===== config.mk =====
export PLATFORM = sky130hd
export DESIGN_NAME = pixel_sign_or_unit_vector
export DESIGN_NICKNAME = d
export VERILOG_FILES = /design/src/design/psuv_pkg.sv /design/src/design/psuv_front.sv /design/src/design/psuv_cell.sv /design/src/design/psuv_back.sv /design/src/design/pixel_sign_or_unit_vector.sv
export SDC_FILE = /design/constraint.sdc
export NUM_CORES = 1
export LEC_CHECK = 0
export BUFFER_PORTS_ARGS = -buffer_cell sky130_fd_sc_hd__buf_2
export CORE_MARGIN = 4
export CORE_UTILIZATION = 50
export CTS_CLUSTER_SIZE = 10
export DETAILED_ROUTE_END_ITERATION = 7
export GPL_ROUTABILITY_DRIVEN = 0
export PLACE_DENSITY = 0.86
export SYNTH_ARGS = -nofsm -noshare
export SYNTH_HDL_FRONTEND = slang
export SYNTH_SLANG_ARGS = --single-unit

===== constraint.sdc =====
create_clock -name clk -period 12.2 [get_ports clk]
set_input_delay 3.66 -clock clk [delete_from_list [all_inputs] [get_ports clk]]
set_output_delay 3.66 -clock clk [all_outputs]
set_load 0.02 [all_outputs]

===== src/design/psuv_pkg.sv =====
// psuv_pkg: shared widths, codes and word types for the sign / unit-vector block
// no dependencies; every design file references it by scoped names

package psuv_pkg;

	// sample widths
	localparam int SAMPLE_BITS = 32;
	localparam int REAL_W      = 33;
	localparam int IMAG_W      = 32;
	localparam int RE_MAG_W    = SAMPLE_BITS + 1;
	localparam int IM_MAG_W    = SAMPLE_BITS;

	// sum of squares and its triple
	localparam int SUM_W  = 2 * SAMPLE_BITS + 1;
	localparam int SUM3_W = SUM_W + 2;

	// root digits: one cell per bit of the 17-bit scaled root
	localparam int ROOT_W = 17;
	localparam int CELLS  = ROOT_W;
	localparam int WORK_W = SUM_W + ROOT_W + 3;

	// output formats
	localparam int                      Q15_W     = 16;
	localparam logic [Q15_W-1:0]        Q15_MAX   = 16'h7fff;
	localparam logic [ROOT_W-1:0]       ROOT_MAX  = 17'h10000;
	localparam logic signed [1:0]       SIGN_ZERO = 2'sb00;
	localparam logic signed [1:0]       SIGN_POS  = 2'sb01;
	localparam logic signed [1:0]       SIGN_NEG  = 2'sb11;

	// input word
	typedef struct packed {
		logic signed [REAL_W-1:0] real_part;
		logic signed [IMAG_W-1:0] imag_part;
		logic                     line_end;
	} psuv_in_t;

	// result word
	typedef struct packed {
		logic signed [1:0]       sign_value;
		logic signed [Q15_W-1:0] unit_real;
		logic signed [Q15_W-1:0] unit_imag;
		logic                    line_end_out;
	} psuv_out_t;

	// per-component root recurrence state
	typedef struct packed {
		logic [WORK_W-1:0] rem;
		logic [WORK_W-1:0] cand;
		logic [ROOT_W-1:0] root;
	} psuv_lane_t;

	// flags that ride along with a word
	typedef struct packed {
		logic              cmode;
		logic              zero;
		logic              re_neg;
		logic              im_neg;
		logic signed [1:0] sign_value;
		logic              line_end;
	} psuv_tag_t;

	// word passed down the cell chain
	typedef struct packed {
		psuv_lane_t         re;
		psuv_lane_t         im;
		logic [SUM_W-1:0]   sum;
		logic [SUM3_W-1:0]  sum3;
		psuv_tag_t          tag;
	} psuv_work_t;

endpackage


===== src/design/psuv_front.sv =====
// psuv_front: magnitude, squaring and sum-of-squares stages ahead of the root chain
// depends on psuv_pkg

module psuv_front (
	input  logic                  clk,
	input  logic                  arst_n,
	input  logic                  cmode,
	input  logic                  up_valid,
	output logic                  up_ready,
	input  psuv_pkg::psuv_in_t    up_word,
	output logic                  dn_valid,
	input  logic                  dn_ready,
	output psuv_pkg::psuv_work_t  dn_word
);

	typedef struct packed {
		logic [psuv_pkg::RE_MAG_W-1:0] re_mag;
		logic [psuv_pkg::IM_MAG_W-1:0] im_mag;
		psuv_pkg::psuv_tag_t           tag;
	} mag_t;

	typedef struct packed {
		logic [psuv_pkg::SUM_W-1:0] re_sq;
		logic [psuv_pkg::SUM_W-1:0] im_sq;
		psuv_pkg::psuv_tag_t        tag;
	} sq_t;

	logic [psuv_pkg::RE_MAG_W-1:0]   re_raw;
	logic [psuv_pkg::IM_MAG_W-1:0]   im_raw;
	mag_t                            mag_d;
	mag_t                            mag_s1;
	sq_t                             sq_d;
	sq_t                             sq_s2;
	logic [2*psuv_pkg::RE_MAG_W-1:0] re_prod;
	logic [2*psuv_pkg::IM_MAG_W-1:0] im_prod;
	logic [psuv_pkg::SUM_W-1:0]      sum_d;
	logic [psuv_pkg::SUM3_W-1:0]     sum3_d;
	psuv_pkg::psuv_work_t            work_d;
	psuv_pkg::psuv_work_t            work_s3;
	logic                            valid_s1;
	logic                            valid_s2;
	logic                            valid_s3;
	logic                            ready_s1;
	logic                            ready_s2;
	logic                            ready_s3;

	// stage ready chain
	assign ready_s3 = !valid_s3 || dn_ready;
	assign ready_s2 = !valid_s2 || ready_s3;
	assign ready_s1 = !valid_s1 || ready_s2;
	assign up_ready = ready_s1;

	// sign and magnitude of the used sample bits
	assign re_raw = up_word.real_part[psuv_pkg::RE_MAG_W-1:0];
	assign im_raw = up_word.imag_part[psuv_pkg::IM_MAG_W-1:0];

	always_comb begin
		mag_d.tag.re_neg = re_raw[psuv_pkg::RE_MAG_W-1];
		mag_d.tag.im_neg = im_raw[psuv_pkg::IM_MAG_W-1];
		mag_d.re_mag = mag_d.tag.re_neg ? (~re_raw + psuv_pkg::RE_MAG_W'(1)) : re_raw;
		mag_d.im_mag = mag_d.tag.im_neg ? (~im_raw + psuv_pkg::IM_MAG_W'(1)) : im_raw;
		mag_d.tag.cmode = cmode;
		mag_d.tag.zero = (mag_d.re_mag == '0) && (mag_d.im_mag == '0);
		mag_d.tag.line_end = up_word.line_end;
		if (!cmode && (mag_d.re_mag != '0)) begin
			mag_d.tag.sign_value = mag_d.tag.re_neg ? psuv_pkg::SIGN_NEG : psuv_pkg::SIGN_POS;
		end else begin
			mag_d.tag.sign_value = psuv_pkg::SIGN_ZERO;
		end
	end

	// squares of both magnitudes
	assign re_prod = mag_s1.re_mag * mag_s1.re_mag;
	assign im_prod = mag_s1.im_mag * mag_s1.im_mag;

	always_comb begin
		sq_d.re_sq = re_prod[psuv_pkg::SUM_W-1:0];
		sq_d.im_sq = im_prod[psuv_pkg::SUM_W-1:0];
		sq_d.tag   = mag_s1.tag;
	end

	// sum of squares, its triple, and the starting recurrence state
	assign sum_d  = sq_s2.re_sq + sq_s2.im_sq;
	assign sum3_d = psuv_pkg::SUM3_W'(sq_s2.re_sq) + psuv_pkg::SUM3_W'({sq_s2.re_sq, 1'b0})
		+ psuv_pkg::SUM3_W'(sq_s2.im_sq) + psuv_pkg::SUM3_W'({sq_s2.im_sq, 1'b0});

	always_comb begin
		work_d.re.rem  = psuv_pkg::WORK_W'(sq_s2.re_sq);
		work_d.re.cand = psuv_pkg::WORK_W'(sum_d);
		work_d.re.root = '0;
		work_d.im.rem  = psuv_pkg::WORK_W'(sq_s2.im_sq);
		work_d.im.cand = psuv_pkg::WORK_W'(sum_d);
		work_d.im.root = '0;
		work_d.sum     = sum_d;
		work_d.sum3    = sum3_d;
		work_d.tag     = sq_s2.tag;
	end

	// stage valid flags
	always_ff @(posedge clk or negedge arst_n) begin
		if (!arst_n) begin
			valid_s1 <= 1'b0;
			valid_s2 <= 1'b0;
			valid_s3 <= 1'b0;
		end else begin
			if (ready_s1) valid_s1 <= up_valid;
			if (ready_s2) valid_s2 <= valid_s1;
			if (ready_s3) valid_s3 <= valid_s2;
		end
	end

	// stage payloads
	always_ff @(posedge clk) begin
		if (ready_s1) mag_s1 <= mag_d;
		if (ready_s2) sq_s2 <= sq_d;
		if (ready_s3) work_s3 <= work_d;
	end

	assign dn_valid = valid_s3;
	assign dn_word  = work_s3;

endmodule


===== src/design/psuv_cell.sv =====
// psuv_cell: one digit step of the scaled square-root ratio for both components
// depends on psuv_pkg

module psuv_cell (
	input  logic                  clk,
	input  logic                  arst_n,
	input  logic                  up_valid,
	output logic                  up_ready,
	input  psuv_pkg::psuv_work_t  up_word,
	output logic                  dn_valid,
	input  logic                  dn_ready,
	output psuv_pkg::psuv_work_t  dn_word
);

	// trial subtract of the candidate; either digit rescales remainder and candidate
	function automatic psuv_pkg::psuv_lane_t step_lane(
		psuv_pkg::psuv_lane_t        l,
		logic [psuv_pkg::SUM_W-1:0]  s,
		logic [psuv_pkg::SUM3_W-1:0] s3
	);
		logic [psuv_pkg::WORK_W:0]   diff;
		logic [psuv_pkg::WORK_W-1:0] cand2;
		logic                        fit;
		psuv_pkg::psuv_lane_t        r;
		diff  = {1'b0, l.rem} - {1'b0, l.cand};
		fit   = !diff[psuv_pkg::WORK_W];
		cand2 = {l.cand[psuv_pkg::WORK_W-2:0], 1'b0};
		if (fit) begin
			r.rem  = {diff[psuv_pkg::WORK_W-3:0], 2'b00};
			r.cand = cand2 + psuv_pkg::WORK_W'(s3);
		end else begin
			r.rem  = {l.rem[psuv_pkg::WORK_W-3:0], 2'b00};
			r.cand = cand2 - psuv_pkg::WORK_W'(s);
		end
		r.root = {l.root[psuv_pkg::ROOT_W-2:0], fit};
		return r;
	endfunction

	psuv_pkg::psuv_work_t word_d;
	psuv_pkg::psuv_work_t word_s1;
	logic                 valid_s1;

	assign up_ready = !valid_s1 || dn_ready;

	// digit step
	always_comb begin
		word_d    = up_word;
		word_d.re = step_lane(up_word.re, up_word.sum, up_word.sum3);
		word_d.im = step_lane(up_word.im, up_word.sum, up_word.sum3);
	end

	// valid flag
	always_ff @(posedge clk or negedge arst_n) begin
		if (!arst_n) begin
			valid_s1 <= 1'b0;
		end else if (up_ready) begin
			valid_s1 <= up_valid;
		end
	end

	// payload
	always_ff @(posedge clk) begin
		if (up_ready) word_s1 <= word_d;
	end

	assign dn_valid = valid_s1;
	assign dn_word  = word_s1;

endmodule


===== src/design/psuv_back.sv =====
// psuv_back: rounding, sign and saturation into Q1.15, plus the output register
// depends on psuv_pkg

module psuv_back (
	input  logic                  clk,
	input  logic                  arst_n,
	input  logic                  up_valid,
	output logic                  up_ready,
	input  psuv_pkg::psuv_work_t  up_word,
	output logic                  dn_valid,
	input  logic                  dn_stall,
	output psuv_pkg::psuv_out_t   dn_word
);

	// root to rounded magnitude, then signed and saturated
	function automatic logic [psuv_pkg::Q15_W-1:0] to_q15(
		logic [psuv_pkg::ROOT_W-1:0] root,
		logic                        neg
	);
		logic [psuv_pkg::ROOT_W:0]    up;
		logic [psuv_pkg::ROOT_W-1:0]  k;
		logic [psuv_pkg::Q15_W-1:0]   r;
		up = {1'b0, root} + (psuv_pkg::ROOT_W + 1)'(1);
		k  = up[psuv_pkg::ROOT_W:1];
		if (neg) begin
			r = ~k[psuv_pkg::Q15_W-1:0] + psuv_pkg::Q15_W'(1);
		end else if (k > psuv_pkg::ROOT_W'(psuv_pkg::Q15_MAX)) begin
			r = psuv_pkg::Q15_MAX;
		end else begin
			r = k[psuv_pkg::Q15_W-1:0];
		end
		return r;
	endfunction

	psuv_pkg::psuv_out_t res_d;
	psuv_pkg::psuv_out_t res_q;
	logic                valid_q;

	assign up_ready = !valid_q || !dn_stall;

	// result word
	always_comb begin
		res_d.sign_value   = up_word.tag.sign_value;
		res_d.line_end_out = up_word.tag.line_end;
		if (up_word.tag.cmode && !up_word.tag.zero) begin
			res_d.unit_real = to_q15(up_word.re.root, up_word.tag.re_neg);
			res_d.unit_imag = to_q15(up_word.im.root, up_word.tag.im_neg);
		end else begin
			res_d.unit_real = '0;
			res_d.unit_imag = '0;
		end
	end

	// output register
	always_ff @(posedge clk or negedge arst_n) begin
		if (!arst_n) begin
			valid_q <= 1'b0;
		end else if (up_ready) begin
			valid_q <= up_valid;
		end
	end

	always_ff @(posedge clk) begin
		if (up_ready) res_q <= res_d;
	end

	assign dn_valid = valid_q;
	assign dn_word  = res_q;

	// scaled root of a nonzero sample never passes one
	a_root_bound: assert property (@(posedge clk) disable iff (!arst_n)
		up_valid && !up_word.tag.zero |->
			up_word.re.root <= psuv_pkg::ROOT_MAX && up_word.im.root <= psuv_pkg::ROOT_MAX)
		else $error("scaled root above one");

	// a zero sample leaves an empty remainder after the chain
	a_zero_rem: assert property (@(posedge clk) disable iff (!arst_n)
		up_valid && up_word.tag.zero |-> up_word.re.rem == '0 && up_word.im.rem == '0)
		else $error("zero sample with nonzero remainder");

endmodule


===== src/design/pixel_sign_or_unit_vector.sv =====
// pixel_sign_or_unit_vector: sign of a real sample or unit vector of a complex sample
// path from accepted sample word to result word: 3 front stages, 17 root cells and
// 1 output register; throughput one word per cycle while no result is held by result_stall
// every stage has its own valid and takes a word when it or its successor is free
// arst_n clears all valid flags and complex_mode; payload registers are not reset
// depends on psuv_pkg, psuv_front, psuv_cell, psuv_back

module pixel_sign_or_unit_vector (
	input  logic                 clk,
	input  logic                 arst_n,
	input  logic                 sample_valid,
	output logic                 sample_stall,
	input  psuv_pkg::psuv_in_t   sample,
	output logic                 result_valid,
	input  logic                 result_stall,
	output psuv_pkg::psuv_out_t  result,
	input  logic                 cfg_we,
	input  logic                 cfg_wdata
);

	logic                 mode_q;
	logic                 front_ready;
	logic                 work_valid [psuv_pkg::CELLS+1];
	logic                 work_ready [psuv_pkg::CELLS+1];
	psuv_pkg::psuv_work_t work       [psuv_pkg::CELLS+1];

	// mode register
	always_ff @(posedge clk or negedge arst_n) begin
		if (!arst_n) begin
			mode_q <= 1'b0;
		end else if (cfg_we) begin
			mode_q <= cfg_wdata;
		end
	end

	// magnitudes and sum of squares
	psuv_front u_front (
		.clk      (clk),
		.arst_n   (arst_n),
		.cmode    (mode_q),
		.up_valid (sample_valid),
		.up_ready (front_ready),
		.up_word  (sample),
		.dn_valid (work_valid[0]),
		.dn_ready (work_ready[0]),
		.dn_word  (work[0])
	);

	assign sample_stall = !front_ready;

	// root digit chain, most significant digit first
	for (genvar i = 0; i < psuv_pkg::CELLS; i++) begin : g_cell
		psuv_cell u_cell (
			.clk      (clk),
			.arst_n   (arst_n),
			.up_valid (work_valid[i]),
			.up_ready (work_ready[i]),
			.up_word  (work[i]),
			.dn_valid (work_valid[i+1]),
			.dn_ready (work_ready[i+1]),
			.dn_word  (work[i+1])
		);
	end

	// rounding and output register
	psuv_back u_back (
		.clk      (clk),
		.arst_n   (arst_n),
		.up_valid (work_valid[psuv_pkg::CELLS]),
		.up_ready (work_ready[psuv_pkg::CELLS]),
		.up_word  (work[psuv_pkg::CELLS]),
		.dn_valid (result_valid),
		.dn_stall (result_stall),
		.dn_word  (result)
	);

	// input only backs up when a finished word is held at the output
	a_stall_cause: assert property (@(posedge clk) disable iff (!arst_n)
		sample_stall |-> result_valid && result_stall)
		else $error("sample stalled without a held result");

	// a sign result carries no unit vector
	a_sign_only: assert property (@(posedge clk) disable iff (!arst_n)
		result_valid && result.sign_value != psuv_pkg::SIGN_ZERO |->
			result.unit_real == '0 && result.unit_imag == '0)
		else $error("sign and unit vector both present");

endmodule

==> results by group <==
Clocking
  • CTS sink cnt: 85
  • Bufs on Longest Clock Path: 2
  • CTS tree: yes
  • H-tree depth: 3
  • Worst skew pair latency: 0.34 ns
  • Cts repair resizes: 0
  • CTS Buf Count: 9
  • Root Driver: clkbuf_8
  • # hold bufs at CTS: 0
  • Setup bufs post-CTS: 0
  • Reg clk slew, reported paths: 0.08 ns

Worst setup path
  • Worst setup endpoint: sample_stall
  • Crit Path Class: input port to primary output
  • Reg2reg path depth: 8
  • FF-to-FF setup slack: 9.66 ns
  • CP Capture Type: primary output
  • Reg2reg end: u_front.mag_s1[1]$_SDFFCE_PN0P_
  • Req. time, crit path: 8.54 ns
  • Max FO, Critical Path: 6
  • Crit path DAT: 5.87 ns
  • Worst setup SP type: input port
  • Crit. Startpoint: result_stall
  • Reg-to-reg startpoint: u_back.dn_valid$_DFFE_PN0P_

Detailed routing
  • DR pass1 iterations: 4
  • Vias per cell: 4.96
  • DR DRC count: 0
  • Antenna Violating Nets Remaining: 0
  • Vias: 1951
  • Overall routed net length: 5.11 mm
  • WL per Instance: 13.0 um
  • Iteration-0 DRC count of the detailed router: 60

Place
  • Placed inst area: 0.00364 mm2
  • PortBufs: 44
  • Dpl hpwl: 3.90 mm
  • Placed Cells: 377

STA
  • Final worst path period share: 0.781
  • Worst Skew: 0.00747 ns
  • Final hold violations: 0
  • Minimum clock period: 9.53 ns
  • Final setup violating endpoints: 0
  • Min Hold Slack: 0.417 ns
  • Relative slew slack: 0.589
  • Setup tns final: 0 ns
  • Unrepaired setup endpoints after global routing: false
  • Max-slew violations: 0
  • FMAX: 105 MHz
  • Slew @ Worst Pin: 0.611 ns

Synthesis
  • EDFF count, synth: 63
  • Avg Cell Area, Syn: 13.5 um2
  • Synth area leader: edfxtp_1
  • Sequential share of the synthesized area: 0.705
  • Yosys warns: 0
  • #FFs+latches synth: 85
  • Post-synth top flop: edfxtp_1
  • Mapped Area: 0.00347 mm2
  • Synth top area share: 0.546
  • Ys async rst share: 0.259
  • Post-synthesis cell count: 257
  • Synth top area cells: edfxtp_1, dfrtp_1, buf_4
  • Yosys cell types: 42

Pwr
  • Max VDD drop: 114 uV
  • Power per cell area: 164 mW/mm2
  • Leakage power: 0.00159 uW

Floorplan
  • Core area: 0.00676 mm2
  • Initial Util: 0.513
  • Die X: 91.3 um
  • I/O pins: 109
  • Full die area: 0.00833 mm2
  • Num rows: 30
  • Chip Height: 91.3 um

Global routing
  • Largest net degree at the start of global routing: 23
  • Initial antenna violation count: 0
  • Grt ovf: 0
  • Global-route wire length before repair: 8.29 mm
  • Vias in the first global route: 1894
  • All-Layer GR Usage: 0.131

Outcome
  • Status: finished clean

Final layout
  • Design Area, Final: 0.00385 mm2
  • # fillers: 553
  • N_diodes: 0
  • Multi-input gate area: 822 um2
  • Most frequent cells in the layout: edfxtp_1, buf_2, conb_1
  • Fraction of layout cells with a size suffix above 1: 0.233
  • Sequential Area: 0.00244 mm2
  • Fin cells: 393
  • Fin nets: 380
  • Most common cell after layout, fill and taps aside: edfxtp_1
  • Final Core Density: 0.570
  • Area growth syn-to-layout: 11.2%

Job
  • Max Cap Viol: 0

Hold path
  • Min-Delay Path Class: register to register
==> how the worst min path moves through the flow <==
stage | cells after the start | startpoint | slack (ns) | endpoint
6_report | 0 | g_cell[13].u_cell.dn_word[2]$_DFFE_PP_ | 0.42 | g_cell[14].u_cell.dn_word[2]$_DFFE_PP_
4_1_cts | 0 | g_cell[13].u_cell.dn_word[0]$_DFFE_PP_ | 0.42 | g_cell[14].u_cell.dn_word[0]$_DFFE_PP_
5_1_grt | 0 | g_cell[6].u_cell.dn_word[1]$_DFFE_PP_ | 0.43 | g_cell[7].u_cell.dn_word[1]$_DFFE_PP_
2_1_floorplan | 0 | u_front.dn_word[0]$_DFFE_PP_ | 0.40 | g_cell[0].u_cell.dn_word[0]$_DFFE_PP_
3_5_place_dp | 0 | g_cell[13].u_cell.dn_word[0]$_DFFE_PP_ | 0.41 | g_cell[14].u_cell.dn_word[0]$_DFFE_PP_
3_3_place_gp | 0 | g_cell[16].u_cell.dn_word[2]$_DFFE_PP_ | 0.40 | u_back.dn_word[34]$_DFFE_PP_
==> metal layers <==
layer,share of wire,up-vias,track usage
met5,0,-,0
met4,0.019,0,0.0503
met3,0.054,9,0.0514
met2,0.52,45,0.218
met1,0.41,940,0.152
li1,-,957,-
==> stage by stage <==
| stage | setup WS (ns) | power [uW] |
|---|---|---|
| after global placement | 2.66 | 431 |
| after CTS | 2.63 | 641 |
| final | 2.67 | 633 |
| after floorplan | 3.01 | 420 |
| after detailed placement | 2.66 | 435 |
| after global routing | 2.41 | 665 |
==> critical path, cell delays in order <==
cell	delay, ns
buf_2	0.08
and3_1	0.24
nand2_2	0.14
nor2_4	0.14
inv_2	0.09
or4_4	0.55
nor3_4	0.22
nand4_2	0.21
or2_1	0.32
inv_1	0.07
buf_2	0.15
==> cells in the mapped netlist (all sizes together), types with 5 or more instances <==
cell / n
inv: 15
nor4: 6
or2: 6
a21oi: 5
dfrtp: 22
buf: 34
nand4: 5
o21ai: 6
edfxtp: 63
nor3: 9
nand2: 22
nand2b: 14
nor2: 14
nand3: 8
==> kinds of logic (layout without fill, tap and decap cells) <==
| group | count (synthesis) | count (layout) | synth area share |
|---|---|---|---|
| compound gates | 23 | 23 | 0.0419 |
| buf+inv | 50 | 75 | 0.0917 |
| flops | 85 | 85 | 0.705 |
| mux | 1 | 1 | 0.00325 |
| other cells | 1 | 32 | 0.00108 |
| simple gates | 97 | 97 | 0.157 |
==> flip-flops by register name (all words and copies together) (netlist names) <==
| name | cells |
|---|---|
| u_front.valid_s2 | 1 |
| u_back.dn_word | 3 |
| mode_q | 1 |
| g_cell.u_cell.dn_valid | 17 |
| u_front.dn_valid | 1 |
| u_front.mag_s1 | 3 |
| g_cell.u_cell.dn_word | 51 |
| u_front.dn_word | 3 |
| u_front.sq_s2 | 3 |
| u_front.valid_s1 | 1 |
| u_back.dn_valid | 1 |
==> where the power goes <==
group	internal (uW)	total, uW	switching (uW)
Sequential	363	377	14.3
Combinational	15.9	51.5	35.6
Clock	114	205	90.8
Total	493	633	141
==> layout make-up <==
type                            count  area share
Sequential cell                    85       0.634
Multi-Input combinational cell    153       0.213
Timing Repair Buffer               44      0.0571
Clock buffer                        9      0.0321
Tap cell                           80      0.0260
Clock inverter                      7      0.0231
Inverter                           15      0.0146
Power figures use the tool's default switching activity.
